File: config.mk
export PLATFORM = sky130hd
export DESIGN_NAME = xml_char_escaper_unit
export DESIGN_NICKNAME = d
export VERILOG_FILES = /design/src/hw/rtl/xce_pkg.sv /design/src/hw/rtl/xce_map.sv /design/src/hw/rtl/xml_char_escaper_unit.sv
export SDC_FILE = /design/constraint.sdc
export NUM_CORES = 1
export LEC_CHECK = 0
export ABC_AREA = 1
export BUFFER_PORTS_ARGS = -buffer_cell sky130_fd_sc_hd__buf_2
export CORE_MARGIN = 4
export CORE_UTILIZATION = 55
export CTS_BUF_LIST = sky130_fd_sc_hd__clkbuf_16
export DETAILED_ROUTE_END_ITERATION = 7
export PLACE_DENSITY_LB_ADDON = 0.08
export SETUP_SLACK_MARGIN = 0.5
export SYNTH_ARGS = -nofsm -noshare
export SYNTH_HDL_FRONTEND = slang
export SYNTH_SLANG_ARGS = --single-unit
export TNS_END_PERCENT = 10
File: constraint.sdc
create_clock -name clk_i -period 6.2 [get_ports clk_i]
set_clock_uncertainty 0.05 [all_clocks]
set_input_delay 1.24 -clock clk_i [delete_from_list [all_inputs] [get_ports clk_i]]
set_output_delay 1.24 -clock clk_i [all_outputs]
set_load 0.02 [all_outputs]
File: src/hw/rtl/xce_pkg.sv
// Package for the XML character escaper: character classes, entity text and
// per-class run lengths. No dependencies.
package xce_pkg;

  localparam int unsigned ByteW = 8;
  localparam int unsigned MaxRun = 6;
  localparam int unsigned IdxW = $clog2(MaxRun);
  localparam int unsigned LenW = $clog2(MaxRun + 1);

  localparam logic [ByteW-1:0] CtrlLimit = 8'h20;
  localparam logic [ByteW-1:0] SpaceByte = 8'h20;

  localparam logic [ByteW-1:0] ChrAmp  = 8'h26;
  localparam logic [ByteW-1:0] ChrLt   = 8'h3C;
  localparam logic [ByteW-1:0] ChrGt   = 8'h3E;
  localparam logic [ByteW-1:0] ChrQuot = 8'h22;
  localparam logic [ByteW-1:0] ChrApos = 8'h27;
  localparam logic [ByteW-1:0] ChrCr   = 8'h0D;
  localparam logic [ByteW-1:0] ChrLf   = 8'h0A;
  localparam logic [ByteW-1:0] ChrTab  = 8'h09;

  // Entity text, left aligned: element 5 holds the first character.
  localparam logic [MaxRun-1:0][ByteW-1:0] TxtAmp  = {"&amp;", 8'h00};
  localparam logic [MaxRun-1:0][ByteW-1:0] TxtLt   = {"&lt;", 16'h0000};
  localparam logic [MaxRun-1:0][ByteW-1:0] TxtGt   = {"&gt;", 16'h0000};
  localparam logic [MaxRun-1:0][ByteW-1:0] TxtQuot = "&quot;";
  localparam logic [MaxRun-1:0][ByteW-1:0] TxtApos = "&apos;";
  localparam logic [MaxRun-1:0][ByteW-1:0] TxtNl   = {"&#10;", 8'h00};
  localparam logic [MaxRun-1:0][ByteW-1:0] TxtTab  = {"&#9;", 16'h0000};

  typedef enum logic [3:0] {
    CLS_PASS,
    CLS_SPACE,
    CLS_AMP,
    CLS_LT,
    CLS_GT,
    CLS_QUOT,
    CLS_APOS,
    CLS_NL,
    CLS_TAB
  } cls_e;

  // One output symbol of a run, plus the run length for checking.
  typedef struct packed {
    logic [ByteW-1:0] chr;
    logic             last;
    logic [LenW-1:0]  len;
  } sym_t;

  function automatic cls_e classify(input logic [ByteW-1:0] b);
    cls_e c;
    case (b)
      ChrAmp:        c = CLS_AMP;
      ChrLt:         c = CLS_LT;
      ChrGt:         c = CLS_GT;
      ChrQuot:       c = CLS_QUOT;
      ChrApos:       c = CLS_APOS;
      ChrCr, ChrLf:  c = CLS_NL;
      ChrTab:        c = CLS_TAB;
      default:       c = (b < CtrlLimit) ? CLS_SPACE : CLS_PASS;
    endcase
    return c;
  endfunction

  function automatic logic [LenW-1:0] run_len(input cls_e c);
    logic [LenW-1:0] n;
    case (c)
      CLS_AMP, CLS_NL:           n = LenW'(5);
      CLS_LT, CLS_GT, CLS_TAB:   n = LenW'(4);
      CLS_QUOT, CLS_APOS:        n = LenW'(6);
      default:                   n = LenW'(1);
    endcase
    return n;
  endfunction

endpackage

File: src/hw/rtl/xce_map.sv
// Combinational map from a raw byte and a position in its run to one
// escaped output byte. Depends on xce_pkg.
module xce_map (
  input  logic [xce_pkg::ByteW-1:0] byte_i,
  input  logic [xce_pkg::IdxW-1:0]  idx_i,
  output xce_pkg::sym_t             sym_o
);
  import xce_pkg::*;

  cls_e                          cls;
  logic [MaxRun-1:0][ByteW-1:0]  txt;
  logic [IdxW-1:0]               pos;

  assign cls = classify(byte_i);
  // Text is stored left aligned, so walk it from the top element down.
  assign pos = IdxW'(MaxRun - 1) - idx_i;

  always_comb begin
    case (cls)
      CLS_AMP:  txt = TxtAmp;
      CLS_LT:   txt = TxtLt;
      CLS_GT:   txt = TxtGt;
      CLS_QUOT: txt = TxtQuot;
      CLS_APOS: txt = TxtApos;
      CLS_NL:   txt = TxtNl;
      CLS_TAB:  txt = TxtTab;
      default:  txt = '0;
    endcase
  end

  always_comb begin
    sym_o.len  = run_len(cls);
    sym_o.last = (LenW'(idx_i) == (sym_o.len - LenW'(1)));
    case (cls)
      CLS_PASS:  sym_o.chr = byte_i;
      CLS_SPACE: sym_o.chr = SpaceByte;
      default:   sym_o.chr = txt[pos];
    endcase
  end

endmodule

File: src/hw/rtl/xml_char_escaper_unit.sv
// Top level of the XML character escaper: input word register with run
// position counter, symbol map, output word register. Depends on xce_pkg, xce_map.
//
// One input word carries one text byte; the block answers with its escaped
// form as a run of one to six output words, run_last_o marking the final word
// of each run. The five XML specials become named entities, CR and LF become
// "&#10;", tab becomes "&#9;", other bytes below 0x20 become a space, and every
// other byte (0x80 and up included) passes through unchanged. Throughput is
// one output word per cycle while out_stall_i is low, set by the single output
// register: a plain byte yields one output word, an escaped byte as many words
// as its entity has characters (4 to 6). A new input word is taken in the same
// cycle the last word of the previous run moves to the output register, so
// plain text streams at one byte per clock while the output is not stalled.
// The first output word of a run is held in the input word register and then
// loaded into the output word register once that is empty or being drained.
// There is no state beyond the words in flight.
module xml_char_escaper_unit (
  input  logic                      clk_i,
  input  logic                      rst_ni,
  input  logic                      in_valid_i,
  output logic                      in_stall_o,
  input  logic [xce_pkg::ByteW-1:0] in_byte_i,
  output logic                      out_valid_o,
  input  logic                      out_stall_i,
  output logic [xce_pkg::ByteW-1:0] out_byte_o,
  output logic                      run_last_o
);
  import xce_pkg::*;

  // Input stage: held byte and position within its run.
  logic             s1_valid_q;
  logic [ByteW-1:0] s1_byte_q;
  logic [IdxW-1:0]  idx_q;

  // Output stage.
  logic             out_valid_q;
  logic [ByteW-1:0] out_byte_q;
  logic             out_last_q;

  sym_t sym;
  logic out_load;
  logic s1_done;
  logic in_take;

  xce_map u_map (
    .byte_i (s1_byte_q),
    .idx_i  (idx_q),
    .sym_o  (sym)
  );

  // Output register takes a new word when empty or being drained.
  assign out_load = !out_valid_q || !out_stall_i;
  // Last word of the run moves out: free the input stage.
  assign s1_done  = s1_valid_q && out_load && sym.last;
  assign in_stall_o = s1_valid_q && !s1_done;
  assign in_take  = in_valid_i && !in_stall_o;

  always_ff @(posedge clk_i or negedge rst_ni) begin
    if (!rst_ni) begin
      s1_valid_q  <= 1'b0;
      idx_q       <= '0;
      out_valid_q <= 1'b0;
    end else begin
      if (in_take) begin
        s1_valid_q <= 1'b1;
        idx_q      <= '0;
      end else if (s1_done) begin
        s1_valid_q <= 1'b0;
      end else if (s1_valid_q && out_load) begin
        // Advance to the next character of the entity.
        idx_q <= idx_q + IdxW'(1);
      end
      if (out_load) begin
        out_valid_q <= s1_valid_q;
      end
    end
  end

  // Payload: hold unless loading.
  always_ff @(posedge clk_i) begin
    if (in_take) begin
      s1_byte_q <= in_byte_i;
    end
    if (out_load && s1_valid_q) begin
      out_byte_q <= sym.chr;
      out_last_q <= sym.last;
    end
  end

  assign out_valid_o = out_valid_q;
  assign out_byte_o  = out_byte_q;
  assign run_last_o  = out_last_q;

  // Run position never passes the end of the entity.
  a_idx_in_run: assert property (@(posedge clk_i) disable iff (!rst_ni)
    s1_valid_q |-> (LenW'(idx_q) < sym.len))
    else $error("run position beyond entity length");

  // A new word enters only when the stage is empty or finishing its run.
  a_take_free: assert property (@(posedge clk_i) disable iff (!rst_ni)
    in_take |-> (!s1_valid_q || s1_done))
    else $error("input word accepted over a run in progress");

  // A loaded symbol shows up at the output the next cycle.
  a_load_shows: assert property (@(posedge clk_i) disable iff (!rst_ni)
    (s1_valid_q && out_load) |=> out_valid_o)
    else $error("symbol loaded but output not valid");

  // Escaped text never carries a control byte.
  a_no_ctrl: assert property (@(posedge clk_i) disable iff (!rst_ni)
    out_valid_o |-> (out_byte_o >= CtrlLimit))
    else $error("control byte on output");

endmodule
Yosys cells after proc, flatten, opt, wreduce, memory -nomap -nowiden
Cells that the tools add are included.

Bits in registers: 22. Input bits: 12. Output and inout bits: 11. Word-level logic and storage cells: 58.

$add $sub $neg: 3. $lt $le $gt $ge: 2. Equal/unequal tests: 18. Muxes and demuxes: 12. Reduce and logical (&&, ||, !) cells: 17.

Operators by type and width (count): 46-bit one-hot mux with 7 select lines (1); 8-bit by 6-bit == test with 1-bit output, second input constant (5); 4-bit one-hot mux with 7 select lines (1); 8-bit binary-select mux with 3-bit select (1); 8-bit by 4-bit == test with 1-bit output, second input constant (3); 4-bit by 3-bit == test with 1-bit output, second input constant (4); 8-bit one-hot mux with 2 select lines (1); 3-bit 2-to-1 mux (3); 3-bit one-hot mux with 3 select lines (1); 4-bit by 2-bit == test with 1-bit output, second input constant (2); 8-bit by 6-bit less-than comparator with 1-bit output, second input constant (1); 8-bit 2-to-1 mux (1); 2-bit OR reduction (3); 4-bit by 1-bit == test with 1-bit output, second input constant (1); 4-bit == test, second input constant (1); 1-bit logical AND (4); 1-bit logical NOT (4); 4-bit logical NOT (1); 3-bit by 4-bit less-than comparator with 1-bit output, second input constant (1); 2-bit nonzero test (2); 3-bit by 1-bit adder with 3-bit output, second input constant (1); 3-bit == test (1); 1-bit 2-to-1 mux (3); 3-bit OR reduction (1); other kinds (5) (5).

Logic depth before layout (Yosys ltp)
Gate-level depths: netlist of the first run.

Depth in word-level cells: 15. Depth in mapped cells: 15. Gate-level depth less buffers: 15.

By module
A second synthesis of the first run with hierarchy kept.

Cells, all modules: 185. Area total of the unflattened synthesis: 1476.4 µm².

By module, submodules not included: xml_char_escaper_unit (instances 1, cells an instance 46, area each 772.0 µm², sequential area each 635.6 µm²); xce_map (instances 1, cells an instance 139, area each 704.4 µm², sequential area each 0.0 µm²).

Worst setup path after synthesis of the first run
No wires, ideal clock.

Path type: input port to output port. Start point: input out_stall_i. End point: output in_stall_o. Arrival time: 1709 ps. Required time: 4910 ps. Path slack: 3201 ps. Stages on the path: 4. Path buffers: 0. Cells stage by stage: nand2_1 inv_1 nand2_1 nand2_1.

Word-level cells in the longest chain between the ends: 6.

RTL lines: start: declaration (RTL line xml_char_escaper_unit.sv:24) `input logic out_stall_i,`; 1-bit logical NOT (RTL line xml_char_escaper_unit.sv:52) `assign out_load = !out_valid_q || !out_stall_i;`; 1-bit logical OR (RTL line xml_char_escaper_unit.sv:52); 1-bit logical AND (2 in a row) (RTL line xml_char_escaper_unit.sv:54) `assign s1_done = s1_valid_q && out_load && sym.last;`; 1-bit logical NOT (RTL line xml_char_escaper_unit.sv:55) `assign in_stall_o = s1_valid_q && !s1_done;`; 1-bit logical AND (RTL line xml_char_escaper_unit.sv:55); end: declaration (RTL line xml_char_escaper_unit.sv:21) `output logic in_stall_o,`.

Every way passes these cells.

Worst setup path after layout of the first run
Start point: register s1_byte_q[6]. End point: output in_stall_o.

Word-level cells in the longest chain between the ends: 11. Elaborated cells between the ends (all ways): 28. Those cells by class: add/sub: 1; order compare: 1; eq/ne: 16; mux: 3; reduce/logical: 7.

RTL lines: start: declaration (RTL line xml_char_escaper_unit.sv:32) `logic [ByteW-1:0] s1_byte_q;`; start signal: assignment (RTL line xml_char_escaper_unit.sv:82) `s1_byte_q <= in_byte_i;`; 8-bit by 6-bit less-than comparator with 1-bit output / 8-bit by 4-bit == test with 1-bit output (equally long branches) (RTL line xce_pkg.sv:60, xce_pkg.sv:52); 1-bit 2-to-1 mux / 2-bit OR reduction (equally long branches) (RTL line xce_pkg.sv:60, xce_pkg.sv:52); 4-bit one-hot mux with 7 select lines * (RTL line xce_pkg.sv:52) `case (b)`; 4-bit by 2-bit == test with 1-bit output, or another cell as far along (RTL line xce_pkg.sv:67) `case (c)`; 3-bit OR reduction / 2-bit OR reduction (equally long branches) (RTL line xce_pkg.sv:67); 3-bit one-hot mux with 3 select lines * (RTL line xce_pkg.sv:67); 3-bit by 1-bit subtractor with 3-bit output * (RTL line xce_map.sv:33) `sym_o.last = (LenW'(idx_i) == (sym_o.len - LenW'(1)));`; 3-bit == test * (RTL line xce_map.sv:33); 1-bit logical AND * (RTL line xml_char_escaper_unit.sv:54); 1-bit logical NOT * (RTL line xml_char_escaper_unit.sv:55); 1-bit logical AND * (RTL line xml_char_escaper_unit.sv:55).

Mark *: on every way between the ends. The rest lies on a longest branch, timed or not.

==> summary.md, run 1 <==
| Metric | Value |
|---|---|
| Crit path max fanout | 4 |
| HPWL Detailed | 2290 um |
| Antenna viol nets, final | 0 |
| TritonCTS clock tree | yes |
| Area growth syn-to-layout | 17.3% |
| Pin count of the biggest net entering global routing | 14 |
| Max Slew Vio Count | 0 |
| Mean post-synth cell area | 8.12 um2 |
| Ant. Diodes | 0 |
| Worst EP arrival | 2100 ps |
| Max VDD drop | 298 uV |
| Class of the most critical setup path | flip-flop to primary output |
| Final Hold Vio Count | 0 |
| Syn Nets | 181 |
| Worst skew pair latency | 260 ps |
| Post-DR wirelength/cell | 14.1 um |
| Cts bufs inserted | 3 |
| Least-Margin Pin Slew | 892 ps |
| Routability Congestion | 0.948 |
| Setup violators final | 0 |
| Yosys top cell area share | 37.4% |
| Synth area leader | edfxtp_1 |
| Ys Warns | 0 |
| Initial Util | 59.9% |
| Clock Sinks | 22 |
| PwrDens | 403 nW/um2 |
| # resized after CTS | 0 |
| Global-route wire length before repair | 4970 um |
| CTS Buffer Depth | 2 |
| Overall routing resource usage | 19.7% |
| Syn Inst Count | 168 |
| Clock-pin slew on the worst setup and hold paths | 60 ps |
| Worst Hold Class | flip-flop to flip-flop |
| Synth area leaders | edfxtp_1 37%, nand2_1 14%, dfrtp_1 9.2% |
| CP startpoint kind | flip-flop |
| Core region area | 2280 um2 |
| WP data required | 4910 ps |
| DR vias | 1,264 |
| Slowest cell on crit path | edfxtp_1 |
| Synth unique cells | 25 |
| Initial antenna violation count | 0 |
| Status | completed |
| Post-CTS setup buffers | 0 |
| Initial drt markers | 66 |
| Number of placement rows | 17 |
| 1st-pass router iterations | 4 |
| Nets | 205 |
| CTS H-tree depth | 1 |
| Final min period | 3390 ps |
| RSZ-0062 raised after global routing | no |
| Fmax | 295 MHz |
| Number of global-route vias before repair | 1,131 |
| Overflow after GRT | 0 |
| Leak | 0.780 nW |
| Sequential share of the synthesized area | 46.6% |
| Drt drc | 0 |
| Max_cap viols | 0 |
| Seq cells post-synth | 22 |
| Mapped Area | 1360 um2 |
| Die span in x | 57.8 um |
| Wirelength, routed | 3080 um |
| Via-to-Cell Ratio | 5.77 |
| Layout cell share with drive strength beyond 1 | 22.5% |
| Reg2reg setup slack | 3640 ps |
| Largest stage delay, worst path | 390 ps |
| Worst rel slew slack | 40.3% |
| Chip Height | 57.8 um |
| Critical Path End Type | primary output |
| TNS Setup | 0 ps |
| Top-Level Pins | 23 |
| Tot Pwr | 0.000645 W |
| Hold buffer count at CTS | 0 |
| Clock root cell | clkbuf_16 |
| CP cell instances | inv_1 -> nand2_2 -> nor2_1 -> nand2_1 -> nand2_2 -> nor2_4 -> nand2_1 -> nand3_1 -> nand2_1 -> nand2_2 -> nand2_2 -> nand2_1 -> buf_2 |
| IO buf count | 22 |
| Final period utilization | 54.8% |
| Die ar. | 3340 um2 |
-- cells in the mapped netlist (all sizes together) --
| cell | n |
|---|---|
| o21ai | 8 |
| a31oi | 1 |
| nor3 | 2 |
| buf | 2 |
| dfrtp | 5 |
| o211ai | 2 |
| nor2 | 18 |
| nand2 | 59 |
| nand4 | 6 |
| nand3 | 13 |
| ha | 1 |
| a21oi | 3 |
| xor2 | 1 |
| o2111ai | 5 |
| edfxtp | 17 |
| clkbuf | 1 |
| inv | 23 |
| and2 | 1 |
-- cells in the final DEF, fill, tap and decap left out --
cell type and n:
o21ai_0 7, o211ai_1 2, xor2_1 1, nor3_1 2
inv_2 1, o21ai_4 1, nor2_4 3, edfxtp_1 17
nand2_2 8, a31oi_1 1, buf_2 22, and2_1 1
nand4_1 5, bufinv_16 1, dfrtp_1 5, ha_1 1
a21oi_1 3, nand2_1 51, nand3_2 1, o2111ai_1 5
clkbuf_16 3, nor2_1 13, inv_1 22, nand3_1 12
nand4_4 1, nor2_2 2
-- cell families after synthesis --
kind of cell	after synthesis	synth area share, %
adder cells (fa/ha/maj)	1	0.917
XOR/XNOR	1	0.642
flip-flops	22	46.6
buffers and inverters	26	7.34
AND/OR/NAND/NOR	99	34.9
AO/OA/AOI/OAI	19	9.63
-- sequential cells by signal (all words and copies together), names as in the netlist --
name / flops
out_byte_o: 8
s1_byte_q: 8
idx_q: 3
out_valid_o: 1
run_last_o: 1
s1_valid_q: 1
-- layer usage --
layer | share of wire [%] | GRT usage, % | vias to the layer above | wire, um
li1 | - | - | 611 | -
met1 | 42 | 24.9 | 564 | 1300
met2 | 45 | 31.5 | 78 | 1370
met3 | 10 | 3.56 | 11 | 309
met4 | 3.1 | 11.6 | 0 | 97
met5 | 0 | 0 | - | 0
-- worst max-delay path, delay by kind of cell (launching register included) --
kind	cells	cell delay [ps]
flip-flops	1	390
AND/OR/NAND/NOR	11	1120
buffers and inverters	2	310
-- report_power, final --
group / switching [W] / internal, W / total (W) / leakage (nW)
Combinational: 0.000152 / 0.0000643 / 0.000216 / 0.511
Clock: 0.0000533 / 0.000128 / 0.000182 / 0.0511
Sequential: 0.0000357 / 0.000212 / 0.000247 / 0.219
Total: 0.000241 / 0.000404 / 0.000645 / 0.780
-- through the flow --
stage | cell area (um2) | util [%] | setup WS (ps) | hold slack [ps] | std cells
after CTS | 1600 | 70.3 | 2820 | 436 | 219
after global routing | 1600 | 70.3 | 2630 | 468 | 219
after global placement | 1500 | 65.7 | 3020 | 418 | 215
after floorplan | 1360 | - | 3200 | 464 | 168
after detailed placement | 1500 | 65.7 | 2970 | 412 | 215
final | 1600 | 70.3 | 2810 | 433 | 219
-- cell type report --
cell class / count / area, um2
Timing Repair Buffer: 22 / 110
Clock buffer: 3 / 75.1
Multi-Input combinational cell: 120 / 628
Tap cell: 28 / 35.0
Inverter: 23 / 86.3
Fill cell: 182 / 676
Sequential cell: 22 / 636
Clock inverter: 1 / 30.0
-- path summary, 6_finish.rpt --
kind,start,endpoint,cells after the start
worst min register to register,out_valid_o$_DFFE_PN0P_,out_valid_o$_DFFE_PN0P_,2
worst max register to register,s1_byte_q[6]$_DFFE_PP_,s1_byte_q[1]$_DFFE_PP_,13
max in group asynchronous,rst_ni,idx_q[0]$_DFFE_PN0P_,1
min in group asynchronous,rst_ni,out_valid_o$_DFFE_PN0P_,1
worst max-delay path,s1_byte_q[6]$_DFFE_PP_,in_stall_o,13
worst min-delay path,out_valid_o$_DFFE_PN0P_,out_valid_o$_DFFE_PN0P_,2
Note: power is estimated with default switching activity, not from simulation.
==> inputs of run 2 (changes only) <==
Clock period 6.2 ns to 3.2 ns, I/O delays scaled along.
==> run 2 against run 1 <==
  * Clock power grew 45%
  * Final cell count grew 4.6%
  * Power grew 90%
  * Non-clock buffer count grew 10
  * First-iteration DRC count grew 7.6%
  * Worst hold slack lost 290 ps
  * Global-route usage grew 0.34 points
  * Sequential power grew 94%
  * Setup slack lost 2200 ps
  * Largest power group is now combinational logic
  * Highest routed layer unchanged
==> summary.md, run 2 (synthesis results as in run 1) <==
| Metric | Value |
|---|---|
| Status | completed |
| Final setup margin | 602 ps |
| Leak | 0.852 nW |
| Max VDD drop | 656 uV |
| Chip Height | 57.8 um |
| Tot Pwr | 0.00122 W |
| TNS Setup | 0 ps |
| WP data required | 2510 ps |
| Post-DR wirelength/cell | 14.3 um |
| Class of the most critical setup path | flip-flop to primary output |
| Pin count of the biggest net entering global routing | 13 |
| Overflow after GRT | 0 |
| Global-route wire length before repair | 5040 um |
| Number of global-route vias before repair | 1,124 |
| Worst skew pair latency | 260 ps |
| Net load switching power | 0.000488 W |
| Worst Hold Class | primary input to async pin |
| Final cell count without fillers | 229 |
| Core region area | 2280 um2 |
| Net Sw Frac | 39.8% |
| Critical Path End | in_stall_o |
| Worst EP arrival | 1910 ps |
| Layout Utilization | 74.8% |
| Clock root cell | clkbuf_16 |
| Worst slack, placed | 690 ps |
| Clk network pwr share | 21.5% |
| Routability Congestion | 1.02 |
| Max_cap viols | 0 |
| 1st-pass router iterations | 5 |
| PwrDens | 719 nW/um2 |
| RSZ-0062 raised after global routing | no |
| Final Hold Vio Count | 0 |
| Most frequent cells in the layout | 45 x nand2_1, 21 x buf_2, 19 x inv_1, 17 x edfxtp_1 |
| Hold buffer count at CTS | 0 |
| Placed cell count | 215 |
| Nets | 215 |
| Top-Level Pins | 23 |
| DR vias | 1,312 |
| Clock Sinks | 22 |
| Initial drt markers | 71 |
| Antenna viol nets, final | 0 |
| Drt drc | 0 |
| Fmax | 385 MHz |
| Initial Util | 59.9% |
| Fillcell total | 167 |
| HPWL Detailed | 2300 um |
| Final period utilization | 81.2% |
| Worst R2R Start | s1_byte_q[3]$_DFFE_PP_ |
| CTS H-tree depth | 1 |
| Clock-pin slew on the worst setup and hold paths | 60 ps |
| Ant. Diodes | 0 |
| CP startpoint kind | flip-flop |
| IO buf count | 22 |
| Overall routing resource usage | 20.1% |
| Int Pwr | 0.000737 W |
| Critical Path End Type | primary output |
| Area growth syn-to-layout | 24.9% |
| Worst rel slew slack | 35.5% |
| Via-to-Cell Ratio | 5.73 |
| Crit path launch | s1_byte_q[3]$_DFFE_PP_ |
| Least-Margin Pin Slew | 963 ps |
| Final min period | 2600 ps |
| CTS Buffer Depth | 2 |
| FF-to-FF path depth | 13 |
| Cts bufs inserted | 3 |
| Crit path max fanout | 5 |
| Max Slew Vio Count | 0 |
| Die ar. | 3340 um2 |
| Reg2reg setup slack | 800 ps |
| Comb power frac | 39.4% |
| Setup violators final | 0 |
| Die span in x | 57.8 um |
| Layout cell share with drive strength beyond 1 | 31.3% |
| Sequential Power Share | 39.2% |
| Number of placement rows | 17 |
| Most common cell after layout, fill and taps aside | nand2_1 |
| Wirelength, routed | 3280 um |
| TritonCTS clock tree | yes |
| Initial antenna violation count | 0 |
| Reg2reg end | s1_byte_q[5]$_DFFE_PP_ |
## run 2: worst min path at each step
stage | startpoint | end | slack (ps) | depth (start not counted)
floorplan | rst_ni | idx_q[0]$_DFFE_PN0P_ | 290 | 0
global placement | rst_ni | idx_q[2]$_DFFE_PN0P_ | 410 | 1
detailed placement | rst_ni | idx_q[2]$_DFFE_PN0P_ | 410 | 1
CTS | rst_ni | out_valid_o$_DFFE_PN0P_ | 140 | 1
global route | rst_ni | out_valid_o$_DFFE_PN0P_ | 150 | 1
finish | rst_ni | out_valid_o$_DFFE_PN0P_ | 140 | 1
## run 2: per-stage QoR
stage	area (um2)	hold slack, ps
3_3_place_gp	1500	407
2_1_floorplan	1360	294
3_5_place_dp	1500	410
4_1_cts	1590	141
5_1_grt	1700	147
6_report	1700	143
## run 2: worst max-delay path, stage by stage, from the launching register on
cell and delay (ps):
edfxtp_1 450, inv_2 140, nand2_2 80, nor2_4 170, nand2_4 90, nand2_4 90, nand2_2 50, nand2_2 60
nand3_1 70, nand2_1 90, nand2_2 80, nand2_2 100, nand2_4 60, buf_6 130
## run 2: routing by layer
layer	up-vias	track usage, %	share of wire (%)
met2	79	31.8	47
met3	10	3.12	9.9
met5	-	0	0
met1	592	26.0	39
met4	0	11.6	3.2
li1	631	-	-
## run 2: cell type report
cell class	count	area (um2)	area share, %
tap	28	35.0	2.06
sequential	22	636	37.3
timing repair buffer	32	191	11.2
clock inverter	1	3.75	0.220
clock buffer	3	75.1	4.41
multi-input combinational	120	676	39.7
inverter	23	86.3	5.07
## run 2: power by group through the flow
stage	logic [W]	registers, W	clock network (W)
floorplan	0.000274	0.000504	0
global placement	0.000404	0.000481	0
detailed placement	0.000411	0.000483	0
CTS	0.000423	0.000475	0.000266
global route	0.000530	0.000489	0.000284
finish	0.000482	0.000480	0.000263
## run 2: timing repair
item                       4_1_cts  5_1_grt
pin swaps                        1       11
setup endpoints to repair        1        9
gates resized for setup          0       19
buffers inserted                 2        8
